**config.mk**
```make
export PLATFORM = sky130hd
export DESIGN_NAME = thermal_head_batched_strobe_core_flat
export DESIGN_NICKNAME = d
export VERILOG_FILES = /design/src/sv/thb_pkg.sv /design/src/sv/thb_if.sv /design/src/sv/thb_store.sv /design/src/sv/thb_queue.sv /design/src/sv/thb_front.sv /design/src/sv/thb_back.sv /design/src/sv/thermal_head_batched_strobe_core.sv /design/src/flat_wrapper.sv
export SDC_FILE = /design/constraint.sdc
export NUM_CORES = 2
export LEC_CHECK = 0
export ABC_AREA = 1
export BUFFER_PORTS_ARGS = -buffer_cell sky130_fd_sc_hd__buf_2
export CAP_MARGIN = 20
export CORE_ASPECT_RATIO = 0.5
export CORE_MARGIN = 2
export CORE_UTILIZATION = 25
export CTS_BUF_LIST = sky130_fd_sc_hd__clkbuf_4
export DETAILED_ROUTE_END_ITERATION = 12
export PLACE_DENSITY_LB_ADDON = 0.25
export SYNTH_ARGS = -nofsm -noshare
export SYNTH_HDL_FRONTEND = slang
export SYNTH_SLANG_ARGS = --single-unit
export TNS_END_PERCENT = 1
```
**constraint.sdc**
```tcl
create_clock -name clk -period 9.5 [get_ports clk]
set_input_delay 2.375 -clock clk [delete_from_list [all_inputs] [get_ports clk]]
set_output_delay 2.375 -clock clk [all_outputs]
set_load 0.005 [all_outputs]
```
**src/sv/thb_pkg.sv**
```systemverilog
// Shared constants, types and helper functions for the thermal head strobe batcher.
// No dependencies; every other file imports this package.
package thb_pkg;

    // Line and head geometry
    localparam int LINE_BYTES = 48;
    localparam int HEAD_BYTES = 48;
    localparam int SEG_BYTES  = 8;
    localparam int SEGMENTS   = HEAD_BYTES / SEG_BYTES;
    localparam int BANKS      = 2;
    localparam int QDEPTH     = 2;

    localparam int POS_W   = $clog2(LINE_BYTES);
    localparam int IDX_W   = $clog2(HEAD_BYTES);
    localparam int COL_W   = $clog2(SEG_BYTES);
    localparam int SEG_W   = 3;
    localparam int BANK_W  = $clog2(BANKS);
    localparam int QPTR_W  = $clog2(QDEPTH);
    localparam int QCNT_W  = $clog2(QDEPTH + 1);

    // Field widths
    localparam int BYTE_W     = 8;
    localparam int COUNT_W    = 9;
    localparam int DENS_W     = 7;
    localparam int TIME_W     = 16;
    localparam int COILS_W    = 4;
    localparam int PHASE_W    = 3;
    localparam int STEP_W     = 2;
    localparam int DOTS_W     = SEG_BYTES * BYTE_W;
    localparam int CFG_IDX_W  = 3;
    localparam int CFG_DATA_W = 16;

    localparam logic [SEG_W-1:0]  SEG_LAST  = SEG_W'(SEGMENTS - 1);
    localparam logic [STEP_W-1:0] STEP_LAST = STEP_W'(3);

    // base*density/100: reciprocal multiply, exact for products below 2**23
    localparam int PROD_W   = TIME_W + DENS_W;
    localparam int RECIP_W  = 24;
    localparam int DIV_SH   = 30;
    localparam logic [RECIP_W-1:0] DIV100_RECIP = 24'd10737419;
    localparam int QUO_W    = PROD_W + RECIP_W - DIV_SH;
    localparam logic [TIME_W-1:0] TIME_MAX = '1;

    // Result kinds
    localparam logic KIND_SEGMENT = 1'b0;
    localparam logic KIND_MOTOR   = 1'b1;

    typedef enum logic [CFG_IDX_W-1:0] {
        REG_DOT_LIMIT    = 3'd0,
        REG_DARKNESS     = 3'd1,
        REG_BASE_HEAT_US = 3'd2,
        REG_COOL_US      = 3'd3,
        REG_STEP_WAIT_US = 3'd4
    } reg_idx_t;

    typedef enum logic [1:0] {
        FR_IDLE,
        FR_EVAL,
        FR_PLACE,
        FR_LINE
    } front_state_t;

    typedef enum logic [1:0] {
        BK_IDLE,
        BK_SEG,
        BK_STEP,
        BK_OFF
    } back_state_t;

    // Work handed from front to back: one batch, maybe closing a line
    typedef struct packed {
        logic [BANK_W-1:0]  bank;
        logic [COUNT_W-1:0] count;
        logic               line_end;
        logic               job_end;
    } cmd_t;

    typedef struct packed {
        logic               en;
        logic [BANK_W-1:0]  bank;
        logic [IDX_W-1:0]   idx;
        logic [BYTE_W-1:0]  data;
    } store_wr_t;

    typedef struct packed {
        logic              en;
        logic [BANK_W-1:0] bank;
    } bank_rel_t;

    function automatic logic [3:0] popcount8(input logic [BYTE_W-1:0] b);
        logic [3:0] n;
        n = '0;
        for (int i = 0; i < BYTE_W; i++)
        begin
            n = n + 4'(b[i]);
        end
        return n;
    endfunction

    // Half-step coil table, AP AM BP BM from bit 3 down
    function automatic logic [COILS_W-1:0] phase_coils(input logic [PHASE_W-1:0] p);
        logic [COILS_W-1:0] c;
        unique case (p)
            3'd0:    c = 4'd8;
            3'd1:    c = 4'd10;
            3'd2:    c = 4'd2;
            3'd3:    c = 4'd6;
            3'd4:    c = 4'd4;
            3'd5:    c = 4'd5;
            3'd6:    c = 4'd1;
            3'd7:    c = 4'd9;
            default: c = '0;
        endcase
        return c;
    endfunction

endpackage

```
**src/sv/thb_if.sv**
```systemverilog
// Valid/ready channel interfaces: image input, result output, register writes.
// Depends on thb_pkg for field widths.
interface thb_in_if import thb_pkg::*; ();
    logic              valid;
    logic              ready;
    logic [BYTE_W-1:0] dot_byte;
    logic              job_last;

    modport source (output valid, output dot_byte, output job_last, input ready);
    modport sink   (input valid, input dot_byte, input job_last, output ready);
endinterface

interface thb_out_if import thb_pkg::*; ();
    logic               valid;
    logic               ready;
    logic               kind;
    logic [SEG_W-1:0]   segment;
    logic [DOTS_W-1:0]  dots;
    logic [COUNT_W-1:0] batch_dots;
    logic [TIME_W-1:0]  heat_us;
    logic [TIME_W-1:0]  pause_us;
    logic [COILS_W-1:0] coils;
    logic [TIME_W-1:0]  wait_us;
    logic               batch_last;
    logic               line_last;
    logic               job_done;

    modport source (output valid, output kind, output segment, output dots,
                    output batch_dots, output heat_us, output pause_us, output coils,
                    output wait_us, output batch_last, output line_last,
                    output job_done, input ready);
    modport sink   (input valid, input kind, input segment, input dots,
                    input batch_dots, input heat_us, input pause_us, input coils,
                    input wait_us, input batch_last, input line_last,
                    input job_done, output ready);
endinterface

interface thb_cfg_if import thb_pkg::*; ();
    logic                  valid;
    logic                  ready;
    logic [CFG_IDX_W-1:0]  index;
    logic [CFG_DATA_W-1:0] data;

    modport source (output valid, output index, output data, input ready);
    modport sink   (input valid, input index, input data, output ready);
endinterface

```
**src/sv/thb_store.sv**
```systemverilog
// Two-bank batch store: byte writes from the front, registered segment reads and
// bank release from the back. Depends on thb_pkg.
module thb_store import thb_pkg::*;
(
    input  logic               clk,
    input  logic               rst_n,
    input  store_wr_t          wr,
    input  bank_rel_t          rel,
    input  logic [BANK_W-1:0]  rd_bank,
    input  logic [SEG_W-1:0]   rd_seg,
    output logic [DOTS_W-1:0]  rd_dots
);

    logic [BYTE_W-1:0]     data_reg [BANKS][SEGMENTS][SEG_BYTES];
    logic [HEAD_BYTES-1:0] vld_reg  [BANKS];
    logic [HEAD_BYTES-1:0] vld_next [BANKS];
    logic [DOTS_W-1:0]     rd_dots_reg;

    logic [SEG_W-1:0] wr_row;
    logic [COL_W-1:0] wr_col;

    assign wr_row = wr.idx[IDX_W-1:COL_W];
    assign wr_col = wr.idx[COL_W-1:0];

    always_ff @(posedge clk)
    begin
        if (wr.en)
        begin
            data_reg[wr.bank][wr_row][wr_col] <= wr.data;
        end
    end

    // release clears a whole bank at once
    always_comb
    begin
        for (int b = 0; b < BANKS; b++)
        begin
            vld_next[b] = vld_reg[b];
            if (rel.en && (rel.bank == BANK_W'(b)))
            begin
                vld_next[b] = '0;
            end
            if (wr.en && (wr.bank == BANK_W'(b)))
            begin
                vld_next[b][wr.idx] = 1'b1;
            end
        end
    end

    always_ff @(posedge clk or negedge rst_n)
    begin
        if (!rst_n)
        begin
            for (int b = 0; b < BANKS; b++)
            begin
                vld_reg[b] <= '0;
            end
        end
        else
        begin
            for (int b = 0; b < BANKS; b++)
            begin
                vld_reg[b] <= vld_next[b];
            end
        end
    end

    // one row per cycle, data out the cycle after the address;
    // first byte of the segment lands in the top byte
    always_ff @(posedge clk)
    begin
        for (int c = 0; c < SEG_BYTES; c++)
        begin
            rd_dots_reg[(SEG_BYTES-1-c)*BYTE_W +: BYTE_W] <=
                vld_reg[rd_bank][{rd_seg, COL_W'(c)}] ? data_reg[rd_bank][rd_seg][c] : '0;
        end
    end

    assign rd_dots = rd_dots_reg;

endmodule

```
**src/sv/thb_queue.sv**
```systemverilog
// Short command queue between the front and the back.
// Depends on thb_pkg for cmd_t.
module thb_queue import thb_pkg::*;
(
    input  logic clk,
    input  logic rst_n,
    input  logic push,
    input  cmd_t push_cmd,
    output logic full,
    input  logic pop,
    output logic empty,
    output cmd_t head
);

    cmd_t              ent_reg [QDEPTH];
    logic [QPTR_W-1:0] rd_ptr_reg, rd_ptr_next;
    logic [QPTR_W-1:0] wr_ptr_reg, wr_ptr_next;
    logic [QCNT_W-1:0] cnt_reg,    cnt_next;

    assign full  = (cnt_reg == QCNT_W'(QDEPTH));
    assign empty = (cnt_reg == '0);
    assign head  = ent_reg[rd_ptr_reg];

    always_comb
    begin
        rd_ptr_next = rd_ptr_reg;
        wr_ptr_next = wr_ptr_reg;
        cnt_next    = cnt_reg;
        if (push)
        begin
            wr_ptr_next = (wr_ptr_reg == QPTR_W'(QDEPTH-1)) ? '0 : wr_ptr_reg + 1'b1;
        end
        if (pop)
        begin
            rd_ptr_next = (rd_ptr_reg == QPTR_W'(QDEPTH-1)) ? '0 : rd_ptr_reg + 1'b1;
        end
        if (push && !pop)
        begin
            cnt_next = cnt_reg + 1'b1;
        end
        else if (pop && !push)
        begin
            cnt_next = cnt_reg - 1'b1;
        end
    end

    always_ff @(posedge clk)
    begin
        if (push)
        begin
            ent_reg[wr_ptr_reg] <= push_cmd;
        end
    end

    always_ff @(posedge clk or negedge rst_n)
    begin
        if (!rst_n)
        begin
            rd_ptr_reg <= '0;
            wr_ptr_reg <= '0;
            cnt_reg    <= '0;
        end
        else
        begin
            rd_ptr_reg <= rd_ptr_next;
            wr_ptr_reg <= wr_ptr_next;
            cnt_reg    <= cnt_next;
        end
    end

endmodule

```
**src/sv/thb_front.sv**
```systemverilog
// Front end: takes image bytes, counts dots, fills the current store bank and
// hands closed batches to the queue. Depends on thb_pkg and thb_if.
module thb_front import thb_pkg::*;
(
    input  logic               clk,
    input  logic               rst_n,
    thb_in_if.sink             din,
    input  logic [COUNT_W-1:0] dot_limit,
    input  bank_rel_t          rel,
    input  logic               q_full,
    output logic               q_push,
    output cmd_t               q_cmd,
    output store_wr_t          wr
);

    front_state_t       state_reg, state_next;
    logic [BYTE_W-1:0]  byte_reg;
    logic               job_reg;
    logic [COUNT_W-1:0] cnt_reg,  cnt_next;
    logic [POS_W-1:0]   pos_reg,  pos_next;
    logic [BANK_W-1:0]  bank_reg, bank_next;
    logic [BANKS-1:0]   busy_reg, busy_next;

    logic [3:0]         pc;
    logic [COUNT_W:0]   sum;
    logic               over;
    logic               line_end;
    logic               cur_free;
    logic               do_write;
    logic               do_push;
    logic               in_head;

    assign pc       = popcount8(byte_reg);
    assign sum      = {1'b0, cnt_reg} + (COUNT_W+1)'(pc);
    assign over     = (sum > {1'b0, dot_limit});
    assign line_end = (pos_reg == POS_W'(LINE_BYTES-1)) || job_reg;
    assign cur_free = !busy_reg[bank_reg];
    assign in_head  = (32'(pos_reg) < 32'(HEAD_BYTES));

    // next state
    always_comb
    begin
        state_next = state_reg;
        unique case (state_reg)
            FR_IDLE:
            begin
                if (din.valid)
                begin
                    state_next = FR_EVAL;
                end
            end
            FR_EVAL:
            begin
                if (cur_free)
                begin
                    if (over)
                    begin
                        if (!q_full)
                        begin
                            state_next = FR_PLACE;
                        end
                    end
                    else
                    begin
                        state_next = line_end ? FR_LINE : FR_IDLE;
                    end
                end
            end
            FR_PLACE:
            begin
                if (cur_free)
                begin
                    state_next = line_end ? FR_LINE : FR_IDLE;
                end
            end
            FR_LINE:
            begin
                if (!q_full)
                begin
                    state_next = FR_IDLE;
                end
            end
            default: state_next = FR_IDLE;
        endcase
    end

    // outputs
    always_comb
    begin
        do_write = 1'b0;
        do_push  = 1'b0;
        unique case (state_reg)
            FR_EVAL:
            begin
                do_write = cur_free && !over;
                do_push  = cur_free && over && !q_full;
            end
            FR_PLACE: do_write = cur_free;
            FR_LINE:  do_push  = !q_full;
            default:
            begin
                do_write = 1'b0;
                do_push  = 1'b0;
            end
        endcase
        din.ready        = (state_reg == FR_IDLE);
        q_push           = do_push;
        q_cmd.bank       = bank_reg;
        q_cmd.count      = cnt_reg;
        q_cmd.line_end   = (state_reg == FR_LINE);
        q_cmd.job_end    = (state_reg == FR_LINE) && job_reg;
        wr.en            = do_write && in_head;
        wr.bank          = bank_reg;
        wr.idx           = IDX_W'(pos_reg);
        wr.data          = byte_reg;
    end

    // batch bookkeeping
    always_comb
    begin
        cnt_next  = cnt_reg;
        pos_next  = pos_reg;
        bank_next = bank_reg;
        busy_next = busy_reg;
        if (rel.en)
        begin
            busy_next[rel.bank] = 1'b0;
        end
        if (do_push)
        begin
            busy_next[bank_reg] = 1'b1;
            bank_next           = ~bank_reg;
            cnt_next            = '0;
        end
        if (do_write)
        begin
            cnt_next = sum[COUNT_W-1:0];
            pos_next = line_end ? '0 : pos_reg + 1'b1;
        end
    end

    always_ff @(posedge clk)
    begin
        if (din.valid && din.ready)
        begin
            byte_reg <= din.dot_byte;
            job_reg  <= din.job_last;
        end
    end

    always_ff @(posedge clk or negedge rst_n)
    begin
        if (!rst_n)
        begin
            state_reg <= FR_IDLE;
            cnt_reg   <= '0;
            pos_reg   <= '0;
            bank_reg  <= '0;
            busy_reg  <= '0;
        end
        else
        begin
            state_reg <= state_next;
            cnt_reg   <= cnt_next;
            pos_reg   <= pos_next;
            bank_reg  <= bank_next;
            busy_reg  <= busy_next;
        end
    end

endmodule

```
**src/sv/thb_back.sv**
```systemverilog
// Back end with the heat-time pipeline: plays queued batches as six segments, then
// motor half-steps at line end, coils off at job end; depends on thb_pkg, thb_if.
module thb_back import thb_pkg::*;
(
    input  logic               clk,
    input  logic               rst_n,
    thb_out_if.source          dout,
    input  logic [DENS_W-1:0]  darkness,
    input  logic [TIME_W-1:0]  base_heat_us,
    input  logic [TIME_W-1:0]  cool_us,
    input  logic [TIME_W-1:0]  step_wait_us,
    input  logic               q_empty,
    input  cmd_t               q_head,
    output logic               q_pop,
    output bank_rel_t          rel,
    output logic [BANK_W-1:0]  rd_bank,
    output logic [SEG_W-1:0]   rd_seg,
    input  logic [DOTS_W-1:0]  rd_dots
);

    back_state_t        state_reg, state_next;
    cmd_t               cmd_reg;
    logic [SEG_W-1:0]   seg_reg;
    logic [STEP_W-1:0]  step_reg;
    logic [PHASE_W-1:0] phase_reg;
    logic               out_valid_reg;

    logic [PROD_W-1:0]  prod_reg;
    logic [TIME_W-1:0]  heat_reg;
    logic [PROD_W+RECIP_W-1:0] recip_prod;
    logic [QUO_W-1:0]   quo;

    logic               kind_reg;
    logic [SEG_W-1:0]   segment_reg;
    logic [DOTS_W-1:0]  dots_reg;
    logic [COUNT_W-1:0] batch_dots_reg;
    logic [TIME_W-1:0]  heat_us_reg;
    logic [TIME_W-1:0]  pause_us_reg;
    logic [COILS_W-1:0] coils_reg;
    logic [TIME_W-1:0]  wait_us_reg;
    logic               batch_last_reg;
    logic               line_last_reg;
    logic               job_done_reg;

    logic adv;
    logic load_seg;
    logic load_step;
    logic load_off;
    logic hot;

    // heat time tracks the registers through prod_reg and then heat_reg
    assign recip_prod = PROD_W'(prod_reg) * DIV100_RECIP;
    assign quo        = recip_prod[PROD_W+RECIP_W-1:DIV_SH];

    always_ff @(posedge clk)
    begin
        prod_reg <= base_heat_us * PROD_W'(darkness);
        heat_reg <= (quo > QUO_W'(TIME_MAX)) ? TIME_MAX : quo[TIME_W-1:0];
    end

    assign adv = !out_valid_reg || dout.ready;
    assign hot = (cmd_reg.count != '0);

    // next state
    always_comb
    begin
        state_next = state_reg;
        unique case (state_reg)
            BK_IDLE:
            begin
                if (!q_empty)
                begin
                    state_next = BK_SEG;
                end
            end
            BK_SEG:
            begin
                if (adv && (seg_reg == SEG_LAST))
                begin
                    state_next = cmd_reg.line_end ? BK_STEP : BK_IDLE;
                end
            end
            BK_STEP:
            begin
                if (adv && (step_reg == STEP_LAST))
                begin
                    state_next = cmd_reg.job_end ? BK_OFF : BK_IDLE;
                end
            end
            BK_OFF:
            begin
                if (adv)
                begin
                    state_next = BK_IDLE;
                end
            end
            default: state_next = BK_IDLE;
        endcase
    end

    // outputs
    always_comb
    begin
        q_pop     = 1'b0;
        load_seg  = 1'b0;
        load_step = 1'b0;
        load_off  = 1'b0;
        unique case (state_reg)
            BK_IDLE: q_pop     = !q_empty;
            BK_SEG:  load_seg  = adv;
            BK_STEP: load_step = adv;
            BK_OFF:  load_off  = adv;
            default: q_pop     = 1'b0;
        endcase
        rel.en  = load_seg && (seg_reg == SEG_LAST);
        rel.bank = cmd_reg.bank;
        // store read is registered: address the row needed next cycle
        rd_bank = q_pop ? q_head.bank : cmd_reg.bank;
        rd_seg  = q_pop ? '0
                : (load_seg && (seg_reg != SEG_LAST)) ? seg_reg + 1'b1 : seg_reg;
    end

    always_ff @(posedge clk)
    begin
        if (q_pop)
        begin
            cmd_reg <= q_head;
        end
        if (load_seg)
        begin
            kind_reg       <= KIND_SEGMENT;
            segment_reg    <= seg_reg;
            dots_reg       <= rd_dots;
            batch_dots_reg <= cmd_reg.count;
            heat_us_reg    <= hot ? heat_reg : '0;
            pause_us_reg   <= hot ? cool_us  : '0;
            coils_reg      <= '0;
            wait_us_reg    <= '0;
            batch_last_reg <= (seg_reg == SEG_LAST);
            line_last_reg  <= 1'b0;
            job_done_reg   <= 1'b0;
        end
        else if (load_step || load_off)
        begin
            kind_reg       <= KIND_MOTOR;
            segment_reg    <= '0;
            dots_reg       <= '0;
            batch_dots_reg <= '0;
            heat_us_reg    <= '0;
            pause_us_reg   <= '0;
            coils_reg      <= load_step ? phase_coils(phase_reg) : '0;
            wait_us_reg    <= (load_step && (step_reg != STEP_LAST)) ? step_wait_us : '0;
            batch_last_reg <= 1'b0;
            line_last_reg  <= load_step && (step_reg == STEP_LAST);
            job_done_reg   <= load_off;
        end
    end

    always_ff @(posedge clk or negedge rst_n)
    begin
        if (!rst_n)
        begin
            state_reg     <= BK_IDLE;
            seg_reg       <= '0;
            step_reg      <= '0;
            phase_reg     <= '0;
            out_valid_reg <= 1'b0;
        end
        else
        begin
            state_reg <= state_next;
            if (q_pop)
            begin
                seg_reg  <= '0;
                step_reg <= '0;
            end
            else if (load_seg)
            begin
                seg_reg <= (seg_reg == SEG_LAST) ? '0 : seg_reg + 1'b1;
            end
            if (load_step)
            begin
                step_reg  <= step_reg + 1'b1;
                phase_reg <= phase_reg - 1'b1;
            end
            if (load_seg || load_step || load_off)
            begin
                out_valid_reg <= 1'b1;
            end
            else if (dout.ready)
            begin
                out_valid_reg <= 1'b0;
            end
        end
    end

    always_comb
    begin
        dout.valid      = out_valid_reg;
        dout.kind       = kind_reg;
        dout.segment    = segment_reg;
        dout.dots       = dots_reg;
        dout.batch_dots = batch_dots_reg;
        dout.heat_us    = heat_us_reg;
        dout.pause_us   = pause_us_reg;
        dout.coils      = coils_reg;
        dout.wait_us    = wait_us_reg;
        dout.batch_last = batch_last_reg;
        dout.line_last  = line_last_reg;
        dout.job_done   = job_done_reg;
    end

endmodule

```
**src/sv/thermal_head_batched_strobe_core.sv**
```systemverilog
// Top level of the thermal head strobe batcher: register file plus front, queue,
// store and back. Depends on thb_pkg, thb_if, thb_store, thb_queue, thb_front, thb_back.
//
//   channel  dir  word                                   accepted when
//   din      in   dot_byte, job_last                     din.valid && din.ready
//   dout     out  kind..job_done (one result word)       dout.valid && dout.ready
//   cfg      in   index, data (register write)           cfg.valid && cfg.ready
//
// The front takes a byte in FR_IDLE and checks it in FR_EVAL; closing a batch adds
// FR_PLACE, closing a line adds FR_LINE. The back pops the queue, plays six segment
// words (store row read ahead), then at line end four motor half-steps and at job
// end the coils-off word.
// A two-entry queue and a second store bank let the front keep filling while the
// back drains; reset clears the store valid bits, and a stalled output backs up.
module thermal_head_batched_strobe_core import thb_pkg::*;
(
    input  logic     clk,
    input  logic     rst_n,
    thb_in_if.sink   din,
    thb_out_if.source dout,
    thb_cfg_if.sink  cfg
);

    // register file, reset to the power-on defaults
    logic [COUNT_W-1:0] dot_limit_reg;
    logic [DENS_W-1:0]  darkness_reg;
    logic [TIME_W-1:0]  base_heat_us_reg;
    logic [TIME_W-1:0]  cool_us_reg;
    logic [TIME_W-1:0]  step_wait_us_reg;

    logic               q_push;
    logic               q_pop;
    logic               q_full;
    logic               q_empty;
    cmd_t               q_cmd;
    cmd_t               q_head;
    store_wr_t          wr;
    bank_rel_t          rel;
    logic [BANK_W-1:0]  rd_bank;
    logic [SEG_W-1:0]   rd_seg;
    logic [DOTS_W-1:0]  rd_dots;

    // writes are always taken; only legal while the core is idle
    assign cfg.ready = 1'b1;

    always_ff @(posedge clk or negedge rst_n)
    begin
        if (!rst_n)
        begin
            dot_limit_reg    <= COUNT_W'(24);
            darkness_reg     <= DENS_W'(80);
            base_heat_us_reg <= TIME_W'(2000);
            cool_us_reg      <= TIME_W'(200);
            step_wait_us_reg <= TIME_W'(800);
        end
        else if (cfg.valid && cfg.ready)
        begin
            unique case (cfg.index)
                REG_DOT_LIMIT:    dot_limit_reg    <= cfg.data[COUNT_W-1:0];
                REG_DARKNESS:     darkness_reg     <= cfg.data[DENS_W-1:0];
                REG_BASE_HEAT_US: base_heat_us_reg <= cfg.data[TIME_W-1:0];
                REG_COOL_US:      cool_us_reg      <= cfg.data[TIME_W-1:0];
                REG_STEP_WAIT_US: step_wait_us_reg <= cfg.data[TIME_W-1:0];
                default:          dot_limit_reg    <= dot_limit_reg;
            endcase
        end
    end

    // front: dot counting, batch split, line end detection
    thb_front u_front
    (
        .clk       (clk),
        .rst_n     (rst_n),
        .din       (din),
        .dot_limit (dot_limit_reg),
        .rel       (rel),
        .q_full    (q_full),
        .q_push    (q_push),
        .q_cmd     (q_cmd),
        .wr        (wr)
    );

    // batches waiting for the back
    thb_queue u_queue
    (
        .clk      (clk),
        .rst_n    (rst_n),
        .push     (q_push),
        .push_cmd (q_cmd),
        .full     (q_full),
        .pop      (q_pop),
        .empty    (q_empty),
        .head     (q_head)
    );

    // two banks: front fills one while back reads the other
    thb_store u_store
    (
        .clk     (clk),
        .rst_n   (rst_n),
        .wr      (wr),
        .rel     (rel),
        .rd_bank (rd_bank),
        .rd_seg  (rd_seg),
        .rd_dots (rd_dots)
    );

    // back: segment words, motor steps, coils off
    thb_back u_back
    (
        .clk          (clk),
        .rst_n        (rst_n),
        .dout         (dout),
        .darkness     (darkness_reg),
        .base_heat_us (base_heat_us_reg),
        .cool_us      (cool_us_reg),
        .step_wait_us (step_wait_us_reg),
        .q_empty      (q_empty),
        .q_head       (q_head),
        .q_pop        (q_pop),
        .rel          (rel),
        .rd_bank      (rd_bank),
        .rd_seg       (rd_seg),
        .rd_dots      (rd_dots)
    );

endmodule
```
**src/flat_wrapper.sv**
```systemverilog
// flat-port wrapper written by rule: the top's interface ports become plain ports
module thermal_head_batched_strobe_core_flat import thb_pkg::*;
  (clk, rst_n, din_valid, din_dot_byte, din_job_last, din_ready, dout_valid, dout_kind, dout_segment, dout_dots, dout_batch_dots, dout_heat_us, dout_pause_us, dout_coils, dout_wait_us, dout_batch_last, dout_line_last, dout_job_done, dout_ready, cfg_valid, cfg_index, cfg_data, cfg_ready);
  thb_in_if din_i ();
  thb_out_if dout_i ();
  thb_cfg_if cfg_i ();
  input  logic clk;
  input  logic rst_n;
  input wire logic [$bits(din_i.valid)-1:0] din_valid;
  input wire logic [$bits(din_i.dot_byte)-1:0] din_dot_byte;
  input wire logic [$bits(din_i.job_last)-1:0] din_job_last;
  output wire logic [$bits(din_i.ready)-1:0] din_ready;
  output wire logic [$bits(dout_i.valid)-1:0] dout_valid;
  output wire logic [$bits(dout_i.kind)-1:0] dout_kind;
  output wire logic [$bits(dout_i.segment)-1:0] dout_segment;
  output wire logic [$bits(dout_i.dots)-1:0] dout_dots;
  output wire logic [$bits(dout_i.batch_dots)-1:0] dout_batch_dots;
  output wire logic [$bits(dout_i.heat_us)-1:0] dout_heat_us;
  output wire logic [$bits(dout_i.pause_us)-1:0] dout_pause_us;
  output wire logic [$bits(dout_i.coils)-1:0] dout_coils;
  output wire logic [$bits(dout_i.wait_us)-1:0] dout_wait_us;
  output wire logic [$bits(dout_i.batch_last)-1:0] dout_batch_last;
  output wire logic [$bits(dout_i.line_last)-1:0] dout_line_last;
  output wire logic [$bits(dout_i.job_done)-1:0] dout_job_done;
  input wire logic [$bits(dout_i.ready)-1:0] dout_ready;
  input wire logic [$bits(cfg_i.valid)-1:0] cfg_valid;
  input wire logic [$bits(cfg_i.index)-1:0] cfg_index;
  input wire logic [$bits(cfg_i.data)-1:0] cfg_data;
  output wire logic [$bits(cfg_i.ready)-1:0] cfg_ready;
  assign din_i.valid = din_valid;
  assign din_i.dot_byte = din_dot_byte;
  assign din_i.job_last = din_job_last;
  assign din_ready = din_i.ready;
  assign dout_valid = dout_i.valid;
  assign dout_kind = dout_i.kind;
  assign dout_segment = dout_i.segment;
  assign dout_dots = dout_i.dots;
  assign dout_batch_dots = dout_i.batch_dots;
  assign dout_heat_us = dout_i.heat_us;
  assign dout_pause_us = dout_i.pause_us;
  assign dout_coils = dout_i.coils;
  assign dout_wait_us = dout_i.wait_us;
  assign dout_batch_last = dout_i.batch_last;
  assign dout_line_last = dout_i.line_last;
  assign dout_job_done = dout_i.job_done;
  assign dout_i.ready = dout_ready;
  assign cfg_i.valid = cfg_valid;
  assign cfg_i.index = cfg_index;
  assign cfg_i.data = cfg_data;
  assign cfg_ready = cfg_i.ready;
  thermal_head_batched_strobe_core u_core (.clk(clk), .rst_n(rst_n), .din(din_i), .dout(dout_i), .cfg(cfg_i));
endmodule
```
[Word level (Yosys, flattened, before mapping)]
Memories as Yosys holds them, arrays and structs flattened.
Cells that the tools add are included.
Word-level totals
  output and inout bits: 135
  RAM bits: 792
  input port bits: 33
  memory bits (read-only): 32
  register bits: 451
  memories kept: 3
Operators by class
  bitwise logic cells: 11
  multipliers: 2
  equality and inequality tests: 25
  add/subtract/negate cells: 16
  mux-type cells: 97
  reductions and logical operators: 53
  order comparisons: 23
Memories
  u_core.u_store.data_reg: depth 2, bits a word 384, rd ports 1, clocked after Yosys merged registers in 0, write ports 1, line thb_store.sv:14  | logic [BYTE_W-1:0] data_reg [BANKS][SEGMENTS][SEG_BYTES];
  (no name shown): depth 8, bits a word 4, rd ports 1, clocked after Yosys merged registers in 0, write ports 0, line thb_pkg.sv:103  | unique case (p)
  u_core.u_queue.ent_reg: depth 2, bits a word 12, rd ports 1, clocked after Yosys merged registers in 0, write ports 1, line thb_queue.sv:15  | cmd_t ent_reg [QDEPTH];
Operators by type and width (number)
  2-to-1 mux 384 bit: 1
  2-to-1 mux 48 bit: 7
  2-to-1 mux 64 bit: 5
  binary-select mux 64 bit (select 3 bit): 1
  demux 64 bit (select 3 bit): 1
  2-to-1 mux 16 bit: 6
  bitwise OR 48 bit: 2
  < comparator 6 x 7 -> 1 bit (second input constant): 9
  multiplier 23 x 24 -> 47 bit (second input constant): 1
  2-to-1 mux 2 bit: 19
  2-to-1 mux 9 bit: 4
  2-to-1 mux 1 bit: 27
  binary-select mux 1 bit (select 3 bit): 8
  demux 8 bit (select 3 bit): 1
  logical AND 1 bit: 23
  multiplier 16 x 7 -> 23 bit: 1
  2-to-1 mux 3 bit: 7
  != test 2 bit (second input constant): 9
  > comparator 17 x 16 -> 1 bit (second input constant): 1
  adder 4 x 1 -> 4 bit: 4
  case mux 2 bit (4 select lines): 2
  == test 2 bit (second input constant): 6
  greater-or-equal comparator 4 bit (second input constant): 3
  inverter 3 -> 4 bit: 3
  43 further kinds: 76

[Depth between registers and ports, before layout]
  depth in word-level cells: 16
  gate-level depth with buffers: 32

[Cells and area by module]
A second synthesis with hierarchy kept.
Unflattened totals
  cells, all modules: 6849
  area, all modules: 65945.7 um^2
Modules (own cells, without submodules)
  thb_store: times used 1, cells an instance 3763, area an instance 38872.3 um^2
  thb_back: times used 1, cells an instance 2500, area an instance 21329.2 um^2
  thermal_head_batched_strobe_core: times used 1, cells an instance 288, area an instance 2558.7 um^2
  thb_front: times used 1, cells an instance 236, area an instance 2078.2 um^2
  thb_queue: times used 1, cells an instance 62, area an instance 1107.3 um^2

[Worst setup path before layout]
OpenSTA, ideal clock, no wires.
  kind: input -> register
  from: in dout_ready
  to: reg u_core.u_back.batch_dots_reg[0], in the netlist u_core.u_back.dout.batch_dots[0] (enable)
  stages: 4
  slack: 1.755 ns
  required time: 8.922 ns
  setup time: 0.578 ns
  arrival: 7.167 ns
  buffers on the path: 0
  path through: inv_1 nand2_1 inv_1 nor2_1
On the way
  cells in the longest elaborated chain, start to end: 4
RTL lines
  start, declared: line flat_wrapper.sv:25  | input wire logic [$bits(dout_i.ready)-1:0] dout_ready;
  logical OR 1 bit *: line thb_back.sv:61  | assign adv = !out_valid_reg || dout.ready;
  2-to-1 mux 1 bit: line thb_back.sv:108  | unique case (state_reg)
  logical OR 1 bit: line thb_back.sv:143  | else if (load_step || load_off)
  nonzero test 2 bit (no line) *
  end signal, assigned: line thb_back.sv:134  | batch_dots_reg <= cmd_reg.count;
  end, declared: line thb_back.sv:36  | logic [COUNT_W-1:0] batch_dots_reg;
Every way passes the cells marked *; elsewhere a longest branch is shown, timed or not.
A chain may end at the register's enable or synchronous reset.

[Worst setup path after layout]
  from: reg u_core.u_front.byte_reg[1]
  to: mem u_core.u_store.data_reg[1][273] (netlist name) (enable)
On the way
  cells in the longest elaborated chain, start to end: 15
RTL lines
  start, declared: line thb_front.sv:17  | logic [BYTE_W-1:0] byte_reg;
  start signal, assigned: line thb_front.sv:146  | byte_reg <= din.dot_byte;
  adder 1 x 1 -> 2 bit: line thb_pkg.sv:95  | n = n + 4'(b[i]);
  adder 2 x 1 -> 3 bit: line thb_pkg.sv:95
  adder 3 x 1 -> 4 bit: line thb_pkg.sv:95
  adder 4 x 1 -> 4 bit (4 in series): line thb_pkg.sv:95
  adder 9 x 4 -> 10 bit: line thb_front.sv:34  | assign sum = {1'b0, cnt_reg} + (COUNT_W+1)'(pc);
  > comparator 10 x 9 -> 1 bit: line thb_front.sv:35  | assign over = (sum > {1'b0, dot_limit});
  logical NOT 1 bit: line thb_front.sv:95  | do_write = cur_free && !over;
  logical AND 1 bit: line thb_front.sv:95
  case mux 1 bit (2 select lines): line thb_front.sv:92  | unique case (state_reg)
  logical AND 1 bit: line thb_front.sv:112  | wr.en = do_write && in_head;
  2-to-1 mux 1 bit: line thb_store.sv:27  | if (wr.en)
  2-to-1 mux 384 bit (not written as such): line thb_store.sv:29  | data_reg[wr.bank][wr_row][wr_col] <= wr.data;
  end, declared: line thb_store.sv:14
Every way passes these cells.

==> reports/qor_table.md <==
| Item | Value | Unit |
|---|---|---|
| Maximum number of pins on one net before global-route repair | 204 | - |
| Count of buffers inserted at the top-level ports | 166 | - |
| Global-route wire length before repair | 285 | mm |
| Synthesized Nets | 6984 | - |
| Worst-case setup margin in the final layout | 2610 | ps |
| Post-synth design cell area | 63500 | µm² |
| Avg Vias per Cell | 4.32 | - |
| Outcome | finished clean | - |
| Die area | 258000 | µm² |
| Fmax | 145 | MHz |
| Cell class contributing the biggest share of worst-path delay | adder cells | - |
| Synthesis warning total | 0 | - |
| H-tree levels | 5 | - |
| Number of rows created at floorplan | 130 | - |
| Worst rel slew slack | 0.209 | - |
| Final routed DRC violation total | 0 | - |
| Critical Setup Path Class | reg -> reg | - |
| Drt pass-1 iters | 5 | - |
| Worst slack after detailed placement | 2520 | ps |
| Final setup TNS | 0 | ps |
| Clock transition time at the flip-flop clock pins of the worst setup and hold paths | 80 | ps |
| Worst Hold Class | reg -> reg | - |
| Final-report max-slew violation count | 0 | - |
| Area used by sequential logic in the layout | 35100 | µm² |
| Number of instances in the synthesized netlist | 6370 | - |
| Number of synthesized register bits | 1243 | - |
| Max Fanout on Critical Path | 36 | - |
| CTS sink cnt | 1243 | - |
| Fin crit share | 0.725 | - |
| Xor-xnor portion of the synthesized cell area | 0.00662 | - |
| Area of combinational cells with multiple inputs | 24200 | µm² |
| Critical Path Max Stage Delay | 840 | ps |
| Global-route total usage across every layer | 0.144 | - |
| Vias in the first global route | 45900 | - |
| Final Net Count | 7263 | - |
| Effective utilization at floorplan | 0.252 | - |
| Detail Placement HPWL | 122 | mm |
| Unrepaired setup endpoints after global routing | no | - |
| Sum of overflow across all layers after global routing | 0 | - |
| Layout overhead on the synthesized area | 13.8 | % |
| Portion of the post-synthesis area used by sequential elements | 0.553 | - |
| Per-instance average area after synthesis | 9.97 | µm² |
| Final-layout fill cell count | 26800 | - |
| Cell types occupying the most area after synthesis | sky130_fd_sc_hd__edfxtp_1 44%, sky130_fd_sc_hd__nand2_1 11%, sky130_fd_sc_hd__fa_1 8.5% | - |
| Post-Synth Simple-Gate Area | 0.176 | - |
| Area share of fa/ha/maj cells after synthesis | 0.146 | - |
| Share of cells above drive strength 1 | 0.118 | - |
| Required time of the worst setup path | 10200 | ps |
| Dominant combinational cell family by area after synthesis | simple AND/OR/NAND/NOR gates | - |
| Final Critical Period | 6890 | ps |
| Routed length per instance | 18.3 | µm |
| Placeable core area | 252000 | µm² |
| Tightest Pin Transition | 1180 | ps |
| MaxCap Viol Count | 0 | - |
| DR iter-0 viols | 3071 | - |
| Root Buffer Master | sky130_fd_sc_hd__clkbuf_4 | - |
| Buffers inserted during post-CTS setup optimization | 0 | - |
| X dimension of the die | 717 | µm |
| # setup viols final | 0 | - |
| Cell variety after synth | 53 | - |
| Hold buffer count at cts | 0 | - |
| Clk_lat worst skew | 1210 | ps |
| WL final | 188 | mm |
| Flip-flop count of the largest register, all copies and words added | 768 | - |
| Count of cells resized by post-cts repair | 0 | - |
| Via count | 44400 | - |
| Post-synth EDFFs | 922 | - |
| Clock buffers created by TritonCTS | 321 | - |
| Async S/R FF share, synth | 0.157 | - |
| Remaining antenna violation count after routing | 0 | - |
| Number of antenna violations at the first check in global routing | 3 | - |
| Chip height | 360 | µm |
| Count of boundary I/O pins | 168 | - |
| Clock tree skew after final layout | 195 | ps |
| CP Cell Sequence | buf_4 -> fa_1 -> inv_1 -> fa_1 -> fa_1 -> fa_1 -> fa_1 -> o21ai_0 -> nand2_1 -> nor3_1 -> xor2_1 -> ha_1 -> nand3_1 -> nor2_1 -> nand2_1 -> nand2_1 -> nand2_1 -> nand2_1 -> nand3_1 -> buf_4 -> clkinv_1 -> nand2_1 -> nor3_1 | - |
| Final hold vios | 0 | - |
| Routability cong. | 0.830 | - |
| Cell repeated most along the worst path | sky130_fd_sc_hd__nand2_1 | - |
| Setup crit end kind | flop | - |
| Signal arrival time at the worst endpoint | 7590 | ps |
| Worst-path cell with the longest stage delay | sky130_fd_sc_hd__nor3_1 | - |
| Clk buf depth | 4 | - |
| Element type at the critical path start | flop | - |
| Synth Flop Type | sky130_fd_sc_hd__edfxtp_1 | - |
| Number of buffer and inverter instances along the worst setup path | 4 | - |
| Cell type with the largest total area after synthesis | sky130_fd_sc_hd__edfxtp_1 | - |
| Clock tree from TritonCTS | yes | - |
| Share of synthesized area spent on multiplexers | 0 | - |
| Post-synthesis compound-gate area fraction | 0.0516 | - |
| Proportion of netlist area held by the largest area contributor | 0.436 | - |
[layer usage]
layer  routed length [µm]  vias to the layer above  global-route usage
li1                     -                    21400                   -
met1                85600                    21700               0.190
met2                90200                      995               0.243
met3                 8200                      294              0.0218
met4                 4350                        0              0.0420
met5                    0                        -                   0
[through the flow]
stage                     std cells  cell area (µm²)  hold WS (ps)   util
final                         10300            72300           418  0.287
after global placement         9681            67900           452  0.270
after global routing          10300            72300           416  0.287
after floorplan                6370            63500           440      -
after CTS                     10300            72200           403  0.287
after detailed placement       9684            67900           462  0.270
[worst register-to-register path, stage by stage (launching register included)]
cell	delay (ps)
sky130_fd_sc_hd__edfxtp_1	320
sky130_fd_sc_hd__buf_4	460
sky130_fd_sc_hd__fa_1	530
sky130_fd_sc_hd__inv_1	90
sky130_fd_sc_hd__fa_1	420
sky130_fd_sc_hd__fa_1	460
sky130_fd_sc_hd__fa_1	440
sky130_fd_sc_hd__fa_1	470
sky130_fd_sc_hd__o21ai_0	350
sky130_fd_sc_hd__nand2_1	140
sky130_fd_sc_hd__nor3_1	230
sky130_fd_sc_hd__xor2_1	130
sky130_fd_sc_hd__ha_1	320
sky130_fd_sc_hd__nand3_1	70
sky130_fd_sc_hd__nor2_1	90
sky130_fd_sc_hd__nand2_1	60
sky130_fd_sc_hd__nand2_1	60
sky130_fd_sc_hd__nand2_1	60
sky130_fd_sc_hd__nand2_1	80
sky130_fd_sc_hd__nand3_1	110
sky130_fd_sc_hd__buf_4	240
sky130_fd_sc_hd__clkinv_1	330
sky130_fd_sc_hd__nand2_1	230
sky130_fd_sc_hd__nor3_1	840
[synthesized netlist by cell type, types with 2 or more instances]
master	number
sky130_fd_sc_hd__o21a_1	7
sky130_fd_sc_hd__a21oi_1	176
sky130_fd_sc_hd__nor2_1	447
sky130_fd_sc_hd__nand2_1	1945
sky130_fd_sc_hd__buf_4	10
sky130_fd_sc_hd__o31ai_1	2
sky130_fd_sc_hd__o21ai_2	2
sky130_fd_sc_hd__fa_1	269
sky130_fd_sc_hd__nor2_4	2
sky130_fd_sc_hd__inv_1	802
sky130_fd_sc_hd__xnor2_1	20
sky130_fd_sc_hd__ha_1	312
sky130_fd_sc_hd__clkbuf_1	124
sky130_fd_sc_hd__a21o_1	13
sky130_fd_sc_hd__o21bai_1	5
sky130_fd_sc_hd__nand4_1	44
sky130_fd_sc_hd__clkbuf_2	5
sky130_fd_sc_hd__o211ai_1	27
sky130_fd_sc_hd__a311oi_1	2
sky130_fd_sc_hd__a21boi_0	3
sky130_fd_sc_hd__clkinv_1	2
sky130_fd_sc_hd__nand3_1	319
sky130_fd_sc_hd__xor2_1	28
sky130_fd_sc_hd__nand2_2	8
sky130_fd_sc_hd__nor4_1	5
sky130_fd_sc_hd__dfrtp_1	179
sky130_fd_sc_hd__nand3b_1	3
sky130_fd_sc_hd__edfxtp_1	922
sky130_fd_sc_hd__nor3_1	20
sky130_fd_sc_hd__o21ai_1	29
sky130_fd_sc_hd__buf_1	29
sky130_fd_sc_hd__a31oi_1	7
sky130_fd_sc_hd__or2_2	3
sky130_fd_sc_hd__o21ai_0	297
sky130_fd_sc_hd__o22ai_1	31
sky130_fd_sc_hd__dfstp_2	16
sky130_fd_sc_hd__inv_2	6
sky130_fd_sc_hd__dfxtp_1	126
sky130_fd_sc_hd__buf_2	109
[cell usage in the layout, fill, tap and decap left out, types with 53 or more instances in the layout]
cell type                  instances
sky130_fd_sc_hd__a21oi_1         176
sky130_fd_sc_hd__buf_2           166
sky130_fd_sc_hd__buf_4            53
sky130_fd_sc_hd__clkbuf_4        511
sky130_fd_sc_hd__clkinv_1         53
sky130_fd_sc_hd__dfrtp_1         178
sky130_fd_sc_hd__dfxtp_1         126
sky130_fd_sc_hd__edfxtp_1        922
sky130_fd_sc_hd__fa_1            269
sky130_fd_sc_hd__ha_1            312
sky130_fd_sc_hd__inv_1           800
sky130_fd_sc_hd__nand2_1        1944
sky130_fd_sc_hd__nand3_1         319
sky130_fd_sc_hd__nor2_1          443
sky130_fd_sc_hd__o21ai_0         297
[final timing paths]
path                       slack, ps  depth (start not counted)                               to                        from
hold reg to reg                  420                          2    u_core.u_back.dout.wait_us[8]  u_core.step_wait_us_reg[8]
setup / recovery                2610                         23  u_core.u_store.data_reg[1][273]  u_core.u_front.byte_reg[1]
max in group asynchronous       6760                          2       u_core.u_store.vld_reg[45]                       rst_n
min in group asynchronous       1230                          1       u_core.u_store.vld_reg[87]                       rst_n
hold / removal                   420                          2    u_core.u_back.dout.wait_us[8]  u_core.step_wait_us_reg[8]
setup reg to reg                2610                         23  u_core.u_store.data_reg[1][273]  u_core.u_front.byte_reg[1]
[area by class of cell]
type	count	area share
sequential	1243	0.486
multi-input combinational	4040	0.335
antenna	4	0.000138
clock inverter	72	0.00556
timing repair buffer	233	0.0203
inverter	810	0.0423
tap	3366	0.0583
clock buffer	510	0.0530
[logic make-up after synthesis]
group	after synthesis
AOI/OAI and AO/OA	608
xor gates and xnor gates	48
adders and majority gates	581
buffers and inverters	1087
DFF	1243
other	1
and+or+nand+nor	2802
Power is not shown: default switching activity piles up to over one toggle a cycle in this logic, so the estimate is an artifact.
